`src/design/fbd_pkg.sv`:
```
// Shared constants and types for the fractional baud divider search.
package fbd_pkg;

  localparam int DIV_W = 45;
  localparam int DIV_CNT_W = $clog2(DIV_W + 1);
  localparam int SCALE_W = 13;
  localparam int DIVR_W = 17;
  localparam logic [DIVR_W-1:0] DIV_MAX = 17'd65536;
  localparam logic [31:0] CORE_CLOCK_RST = 32'd12000000;

  typedef struct packed {
    logic             done;
    logic [DIV_W-1:0] quo;
  } fbd_div_res_t;

endpackage

```
`src/design/fbd_div.sv`:
```
// Shared restoring divider, one quotient bit per cycle.
module fbd_div (
  input  logic                       clk,
  input  logic                       rst_n,
  input  logic                       start,
  input  logic [fbd_pkg::DIV_W-1:0]  num,
  input  logic [fbd_pkg::DIV_W-1:0]  den,
  output fbd_pkg::fbd_div_res_t      res
);

  localparam int W = fbd_pkg::DIV_W;

  logic                           busy_r;
  logic                           done_r;
  logic [fbd_pkg::DIV_CNT_W-1:0]  cnt_r;
  logic [W-1:0]                   nq_r;
  logic [W-1:0]                   rem_r;
  logic [W-1:0]                   den_r;
  logic [W:0]                     shifted;
  logic [W+1:0]                   diff;

  always_comb begin
    shifted = {rem_r, nq_r[W-1]};
    diff    = {1'b0, shifted} - {2'b00, den_r};
  end

  always_ff @(posedge clk) begin
    if (!rst_n) begin
      busy_r <= 1'b0;
      done_r <= 1'b0;
    end else begin
      done_r <= 1'b0;
      if (start) begin
        nq_r   <= num;
        rem_r  <= '0;
        den_r  <= den;
        cnt_r  <= fbd_pkg::DIV_CNT_W'(W);
        busy_r <= 1'b1;
      end else if (busy_r) begin
        if (!diff[W+1]) begin
          rem_r <= diff[W-1:0];
          nq_r  <= {nq_r[W-2:0], 1'b1};
        end else begin
          rem_r <= shifted[W-1:0];
          nq_r  <= {nq_r[W-2:0], 1'b0};
        end
        cnt_r <= cnt_r - 1'b1;
        if (cnt_r == fbd_pkg::DIV_CNT_W'(1)) begin
          busy_r <= 1'b0;
          done_r <= 1'b1;
        end
      end
    end
  end

  assign res.done = done_r;
  assign res.quo  = nq_r;

endmodule

```
`src/design/fractional_baud_divider_search.sv`:
```
// Top level: sequencer, shared multiplier and result register of the baud divider search.
//
//   channel | direction | signals                                   | transfer
//   --------+-----------+-------------------------------------------+----------------------
//   in      | input     | in_valid/in_ready, in_target_baud         | one search request
//   out     | output    | out_valid/out_ready, divider/mult/err/found | one result
//   cfg     | input     | cfg_valid/cfg_ready, cfg_core_clock       | core clock register
//
// Each multiplier is tried with two multiplies plus two 45-step divisions on one divider.
// An item tries up to FRACTION_STEPS multipliers, fewer when a zero error ends the search;
// a zero baud goes straight to the output register.
// in_ready is high only while the sequencer is idle. A finished result waits in the output
// register, and the next transaction may already be accepted meanwhile.
// Synchronous reset restores core_clock to 12 MHz and empties the output register.
module fractional_baud_divider_search #(
  parameter int FRACTION_STEPS = 256
) (
  input  logic        clk,
  input  logic        rst_n,
  input  logic        in_valid,
  output logic        in_ready,
  input  logic [31:0] in_target_baud,
  output logic        out_valid,
  input  logic        out_ready,
  output logic [15:0] out_divider_value,
  output logic [7:0]  out_fraction_mult,
  output logic [31:0] out_baud_error,
  output logic        out_found,
  input  logic        cfg_valid,
  output logic        cfg_ready,
  input  logic [31:0] cfg_core_clock
);

  localparam int W = fbd_pkg::DIV_W;
  localparam logic [7:0] LAST_M = 8'(FRACTION_STEPS - 1);

  typedef enum logic [3:0] {
    S_IDLE, S_MUL1, S_ST1, S_DV1, S_MUL2, S_ST2, S_DV2, S_EVAL, S_OUT
  } state_t;

  state_t                      state_r;
  logic [31:0]                 core_clock_r;
  logic [31:0]                 baud_r;
  logic [7:0]                  m_r;
  logic [W-1:0]                prod_r;
  logic [fbd_pkg::DIVR_W-1:0]  d_r;
  logic [fbd_pkg::DIVR_W-1:0]  d_nxt;
  logic [31:0]                 err_r;
  logic [31:0]                 err_nxt;
  logic                        have_r;
  logic [31:0]                 best_err_r;
  logic [15:0]                 best_div_r;
  logic [7:0]                  best_mult_r;
  logic                        out_valid_r;
  logic [15:0]                 out_div_r;
  logic [7:0]                  out_mult_r;
  logic [31:0]                 out_err_r;
  logic                        out_found_r;

  logic [fbd_pkg::SCALE_W-1:0] scale;
  logic [31:0]                 mul_b;
  logic [W-1:0]                mul_p;
  logic                        div_start;
  logic [W-1:0]                div_num;
  fbd_pkg::fbd_div_res_t       div_res;
  logic [31:0]                 actual;
  logic                        upd;

  // (256 + m) * 16
  assign scale = {1'b1, m_r, 4'b0000};
  assign mul_b = (state_r == S_MUL2) ? 32'(d_r) : baud_r;
  assign mul_p = W'(scale) * W'(mul_b);

  assign div_start = (state_r == S_ST1) || (state_r == S_ST2);
  assign div_num   = W'({core_clock_r, 8'h00}) + (prod_r >> 1);

  fbd_div u_div (
    .clk   (clk),
    .rst_n (rst_n),
    .start (div_start),
    .num   (div_num),
    .den   (prod_r),
    .res   (div_res)
  );

  // achieved baud stays below 2^29
  assign actual = div_res.quo[31:0];

  always_comb begin
    if (div_res.quo == '0) begin
      d_nxt = fbd_pkg::DIVR_W'(1);
    end else if (div_res.quo > W'(fbd_pkg::DIV_MAX)) begin
      d_nxt = fbd_pkg::DIV_MAX;
    end else begin
      d_nxt = div_res.quo[fbd_pkg::DIVR_W-1:0];
    end
    err_nxt = (actual > baud_r) ? (actual - baud_r) : (baud_r - actual);
    upd     = !have_r || (err_r < best_err_r);
  end

  always_ff @(posedge clk) begin
    if (!rst_n) begin
      state_r      <= S_IDLE;
      out_valid_r  <= 1'b0;
      core_clock_r <= fbd_pkg::CORE_CLOCK_RST;
    end else begin
      if (cfg_valid && cfg_ready) begin
        core_clock_r <= cfg_core_clock;
      end
      if (out_valid_r && out_ready && (state_r != S_OUT)) begin
        out_valid_r <= 1'b0;
      end
      unique case (state_r)
        S_IDLE: begin
          if (in_valid) begin
            baud_r      <= in_target_baud;
            m_r         <= '0;
            have_r      <= 1'b0;
            best_err_r  <= '0;
            best_div_r  <= '0;
            best_mult_r <= '0;
            state_r     <= (in_target_baud == '0) ? S_OUT : S_MUL1;
          end
        end
        S_MUL1: begin
          prod_r  <= mul_p;
          state_r <= S_ST1;
        end
        S_ST1: state_r <= S_DV1;
        S_DV1: begin
          if (div_res.done) begin
            d_r     <= d_nxt;
            state_r <= S_MUL2;
          end
        end
        S_MUL2: begin
          prod_r  <= mul_p;
          state_r <= S_ST2;
        end
        S_ST2: state_r <= S_DV2;
        S_DV2: begin
          if (div_res.done) begin
            err_r   <= err_nxt;
            state_r <= S_EVAL;
          end
        end
        S_EVAL: begin
          if (upd) begin
            have_r      <= 1'b1;
            best_err_r  <= err_r;
            best_div_r  <= 16'(d_r - fbd_pkg::DIVR_W'(1));
            best_mult_r <= m_r;
          end
          if ((upd && (err_r == '0)) || (m_r == LAST_M)) begin
            state_r <= S_OUT;
          end else begin
            m_r     <= m_r + 8'd1;
            state_r <= S_MUL1;
          end
        end
        S_OUT: begin
          if (!out_valid_r || out_ready) begin
            out_valid_r <= 1'b1;
            out_div_r   <= best_div_r;
            out_mult_r  <= best_mult_r;
            out_err_r   <= best_err_r;
            out_found_r <= have_r;
            state_r     <= S_IDLE;
          end else begin
            out_valid_r <= 1'b1;
          end
        end
        default: state_r <= S_IDLE;
      endcase
    end
  end

  assign in_ready          = (state_r == S_IDLE);
  assign cfg_ready         = 1'b1;
  assign out_valid         = out_valid_r;
  assign out_divider_value = out_div_r;
  assign out_fraction_mult = out_mult_r;
  assign out_baud_error    = out_err_r;
  assign out_found         = out_found_r;

endmodule

```
`config.mk`:
```
export PLATFORM = sky130hd
export DESIGN_NAME = fractional_baud_divider_search
export DESIGN_NICKNAME = d
export VERILOG_FILES = /design/src/design/fbd_pkg.sv /design/src/design/fbd_div.sv /design/src/design/fractional_baud_divider_search.sv
export SDC_FILE = /design/constraint.sdc
export NUM_CORES = 2
export LEC_CHECK = 0
export ABC_AREA = 1
export BUFFER_PORTS_ARGS = -buffer_cell sky130_fd_sc_hd__buf_2
export CORE_MARGIN = 1
export CORE_UTILIZATION = 38
export CTS_BUF_LIST = sky130_fd_sc_hd__clkbuf_2 sky130_fd_sc_hd__clkbuf_4 sky130_fd_sc_hd__clkbuf_8
export DETAILED_ROUTE_END_ITERATION = 7
export PLACE_DENSITY_LB_ADDON = 0.12
export SYNTH_ARGS = -nofsm -noshare
export SYNTH_HDL_FRONTEND = slang
export SYNTH_HIERARCHICAL = 1
export SYNTH_SLANG_ARGS = --single-unit
```
`constraint.sdc`:
```
create_clock -name clk -period 11 [get_ports clk]
set_input_delay 2.2 -clock clk [delete_from_list [all_inputs] [get_ports clk]]
set_output_delay 2.2 -clock clk [all_outputs]
set_load 0.1 [all_outputs]
```
======== After elaboration in Yosys (flattened, before gate mapping) ========
Cells that the tools add are included.
cells by class
  multipliers ............................. 1
  reductions and logical operators ........ 29
  $add $sub $neg .......................... 7
  order comparisons ....................... 3
  bitwise operators ....................... 2
  eq/ne operators ......................... 17
  mux-type cells .......................... 36
operators by type and width
  kind                                                             number
  two-way mux 45 bit                                               4
  two-way mux 32 bit                                               4
  zero test 32 bit                                                 2
  case mux 32 bit (2 select lines)                                 1
  subtractor 32 bit                                                2
  subtractor 46 x 45 -> 47 bit                                     1
  adder 40 x 44 -> 45 bit                                          1
  greater-than comparator 45 x 17 -> 1 bit, second input constant  1
  zero test 45 bit                                                 1
  multiplier 9 x 32 -> 41 bit                                      1
  case mux 4 bit (9 select lines)                                  1
  greater-than comparator 32 bit                                   1
  less-than comparator 32 bit                                      1
  two-way mux 16 bit                                               2
  case mux 16 bit (2 select lines)                                 1
  case mux 8 bit (2 select lines)                                  2
  two-way mux 4 bit                                                6
  two-way mux 8 bit                                                3
  two-way mux 17 bit                                               1
  == test 4 x 3 -> 1 bit, second input constant                    4
  subtractor 16 x 1 -> 16 bit, second input constant               1
  AND reduction 3 bit                                              4
  AND reduction 4 bit                                              3
  two-way mux 1 bit                                                9
  21 further kinds                                                 38
word-level totals
  bits in registers ....................... 420
  input bits .............................. 69

======== Longest topological paths before layout ========
  word-level depth ........................ 6
  mapped depth ............................ 32

======== Hierarchy ========
The synthesis kept the hierarchy.
modules (own cells, without submodules)
  module                          cells an instance  sequential area each (um^2)  area an instance (um^2)  times used
  fractional_baud_divider_search  3022               8067.7                       25361.8                  1
  fbd_div                         1269               4274.1                       9410.3                   1

======== Least setup slack after synthesis ========
Ideal clock, no wire load.
  kind .................................... input to register
  start point ............................. input port rst_n
  end point ............................... register out_err_r[0] (netlist: out_baud_error[0]), enable pin
  arrival time ............................ 6.588 ns
  setup slack ............................. 3.870 ns
  buffers on the path ..................... 1
  stages .................................. 3
  cells stage by stage .................... clkbuf_1 > clkinv_1 > nor3_1
on the way
  longest elaborated chain between the ends .. 1
RTL lines
  what                                  line                                   text
  from (decl)                           fractional_baud_divider_search.sv:19   input logic rst_n,
  AND reduction 3 bit (no source line)  n/a
  to (signal assigned)                  fractional_baud_divider_search.sv:166  out_err_r <= best_err_r;
  to (decl)                             fractional_baud_divider_search.sv:57   logic [31:0] out_err_r;
No other way between the ends.
A chain may end at the register's enable or synchronous reset.

======== Final worst setup path ========
  start point ............................. register state_r[0]
  end point ............................... register prod_r[40], data pin
on the way
  longest elaborated chain between the ends .. 3
RTL lines
  what                         line                                   text
  from (decl)                  fractional_baud_divider_search.sv:41   state_t state_r;
  from (signal assigned)       fractional_baud_divider_search.sv:122  state_r <= (in_target_baud == '0) ? S_OUT : S_MUL1;
  == test 4 x 3 -> 1 bit       fractional_baud_divider_search.sv:71   assign mul_b = (state_r == S_MUL2) ? 32'(d_r) : baud_r;
  two-way mux 32 bit           fractional_baud_divider_search.sv:71
  multiplier 9 x 32 -> 41 bit  fractional_baud_divider_search.sv:72   assign mul_p = W'(scale) * W'(mul_b);
  named net mul_p[40]          fractional_baud_divider_search.sv:62   logic [W-1:0] mul_p;
  to (signal assigned)         fractional_baud_divider_search.sv:126  prod_r <= mul_p;
  to (signal assigned)         fractional_baud_divider_search.sv:137  prod_r <= mul_p;
  to (decl)                    fractional_baud_divider_search.sv:45   logic [W-1:0] prod_r;
The timed path passes the listed nets, and every way through them passes these cells.

==> metrics.yaml <==
grt_pass1_wl_um: 169000
cts_hold_buffers: 0
grt_overflow_total: 0
ys_ff_latch: 424
ant_nets: 0
cp_common_cell: "inv_1"
grt_pass1_vias: 28300
path_delay_family: "adder cells"
cts_setup_buffers: 0
fin_setup_tns_ps: 0
die_w_um: 305
antenna_found_initial: 6
cts_tree: "yes"
ys_async_sr_fraction_pct: 0
slew_headroom_pct: 27.8
cts_buffers: 78
fmax_mhz: 146
status: "complete, no violations"
ys_top_cells_by_area: "edfxtp_1 33%, fa_1 12%, nand2_1 11%"
critPathLaunch: "state_r[0]"
crit_required_ps: 11440
vias: 28400
slowest_stage: "nor2_2"
crit_path_max_incr_delay_ps: 630
layout-drive-gt1-share_pct: 8.29
first_pass_iters: 5
clk_pin_slew_ps: 60
synth_area_per_cell_um2: 8.10
crit_end: "prod_r[40]"
io_pins: 129
reg2reg_from: "state_r[0]"
chipHeight_um: 305
synth_warnings: 6
num_rows: 110
die_area_mm2: 0.0927
coreArea_mm2: 0.0903
post-route-period-util_pct: 62.4
synth-edff-count: 385
drt-vias-per-instance: 5.01
crit_type: "reg -> reg"
finClkSkew_ps: 42.7
synthCells: 4291
root_buffer: "clkbuf_8"
ys.flop_type: "edfxtp_1"
setup_viol: 0
final_nets: 4953
synth.top_cell.area_share_pct: 33.2
grt_max_degree: 92
r2r_end: "prod_r[40]"
drtIter0Drc: 1890
area_growth_pct: 10.1
clock_latency_ps: 720
start_util_pct: 38.5
grt_util_all_layers_pct: 24.1
worstPathMaxFanout: 34
synth-seq-area-share_pct: 35.5
post-dp-hpwl_um: 90900
yosysTopAreaCell: "edfxtp_1"
drc: 0
synth_commonest_cells: "1063 x nand2_1, 742 x inv_1, 544 x nor2_1, 385 x edfxtp_1, 257 x a21oi_1"
min_path_type: "reg -> reg"
htreeDepth: 3
hold_violations: 0
port_buffers: 127
r2r_cells: 25
synth_most_common_cell: "nand2_1"
wl_per_cell_um: 19.6
fin_crit_ps: 6860
cap_violations: 0
slew_viol_final: 0
tightest_slew_ps: 1080
r2r_slack_ps: 4140
ctsResizeCount: 0
gp_congestion: 0.984
start_kind: "flip-flop"
arrival_ps: 7300
critPathCaptureType: "flip-flop"
clockBufferDepth: 3
crit_buf_inv: 6
wirelength_um: 111000
cts_sinks: 424
synth.distinct_cells: 56
syn_area_mm2: 0.0348
grt_setup_unrepaired: "no"
crit_cells: 25
cells in the final DEF, fill, tap and decap left out, types with 6 or more instances in the layout:
master,netlist,routed
a21o_1,15,15
a21oi_1,257,256
a31oi_1,15,15
buf_2,14,127
buf_4,14,20
clkbuf_4,0,24
clkbuf_8,0,84
clkinv_1,5,7
clkinv_2,0,12
conb_1,2,8
dfxtp_1,39,39
edfxtp_1,385,385
fa_1,215,215
ha_1,236,236
inv_1,742,740
inv_2,22,25
nand2_1,1063,1062
nand2_2,13,13
nand3_1,117,117
nand4_1,30,30
nor2_1,544,543
nor2_2,11,11
nor2_4,5,6
nor3_1,36,33
nor4_1,28,27
o211ai_1,8,8
o21a_1,13,13
o21ai_0,139,138
o21ai_1,30,30
o21ai_2,20,20
o21bai_1,16,16
xnor2_1,51,51
xor2_1,90,90
stage by stage:
stage               cell area, um2  instances  worst slack, ps  utilization (%)  hold slack, ps
floorplan                    34800       4297             3870                -             400
global placement             36700       5529             4230             40.6             402
detailed placement           36700       5529             4160             40.6             405
CTS                          38300       5664             4120             42.4             419
global route                 38300       5666             3470             42.4             426
finish                       38300       5668             4140             42.4             417
worst reg2reg max path, cell delays in order (launching register included):
cell     delay (ps)
dfxtp_1         340
nor2_1          210
inv_1           100
nor2_2          630
inv_2           510
o21ai_2         490
inv_1           180
nor2_1          150
fa_1            470
fa_1            520
fa_1            540
inv_1            50
fa_1            530
inv_1            40
ha_1            370
nand2_1         190
inv_1            60
a21oi_1         190
o21ai_0         110
a21oi_1         190
nand3_1         220
nand2_1         110
nand2_1         100
nand3_1         100
nand2_1          70
xor2_1          140
registers in the layout, summed over array words and instances (netlist names), 4 cells and up:
signal and count:
err_r 32, u_div/den_r 45, u_div/nq_r 45, state_r 4
out_divider_value 16, d_r 17, out_fraction_mult 8, best_mult_r 8
u_div/cnt_r 6, core_clock_r 32, baud_r 32, best_err_r 32
u_div/rem_r 45, best_div_r 16, out_baud_error 32, m_r 8
prod_r 41
worst min path at each step:
stage | startpoint | endpoint | slack (ps) | cells after the start
finish | best_mult_r[0] | out_fraction_mult[0] | 420 | 0
floorplan | best_div_r[0] | out_divider_value[0] | 400 | 0
global route | best_div_r[1] | out_divider_value[1] | 430 | 0
CTS | best_mult_r[0] | out_fraction_mult[0] | 420 | 0
detailed placement | best_mult_r[0] | out_fraction_mult[0] | 410 | 0
global placement | best_div_r[0] | out_divider_value[0] | 400 | 0
kinds of logic (layout without fill, tap and decap cells):
| logic type | Yosys count | count (layout) | synth area share, % |
|---|---|---|---|
| and+or+nand+nor | 1867 | 1867 | 21.7 |
| buffers and inverters | 861 | 1052 | 9.61 |
| AOI/OAI and AO/OA | 544 | 544 | 8.77 |
| adders and majority gates | 451 | 451 | 20.9 |
| DFF | 424 | 424 | 35.5 |
| xor gates and xnor gates | 141 | 141 | 3.55 |
| other | 2 | 12 | 0.0216 |
| muxes | 1 | 1 | 0.0288 |
area by class of cell:
type / instances / area (um2)
fillers: 9289 / 52000
multi-input cells: 3012 / 19200
flip-flops and latches: 424 / 12300
inverters: 770 / 2890
well taps: 1176 / 1470
clock buffers: 108 / 1340
repair buffers: 147 / 786
clock inverters: 27 / 275
diodes: 4 / 10.0
layer usage:
layer | GRT usage, % | vias up | part of all wire, %
met2 | 38.8 | 752 | 46
met4 | 8.00 | 0 | 3.1
met3 | 4.03 | 167 | 5.5
met1 | 32.9 | 13600 | 46
li1 | - | 13900 | -
met5 | 0 | - | 0
Power is left out: the tool's default activity adds up to more than one toggle a clock period on the data nets, which glitch-free logic cannot reach.
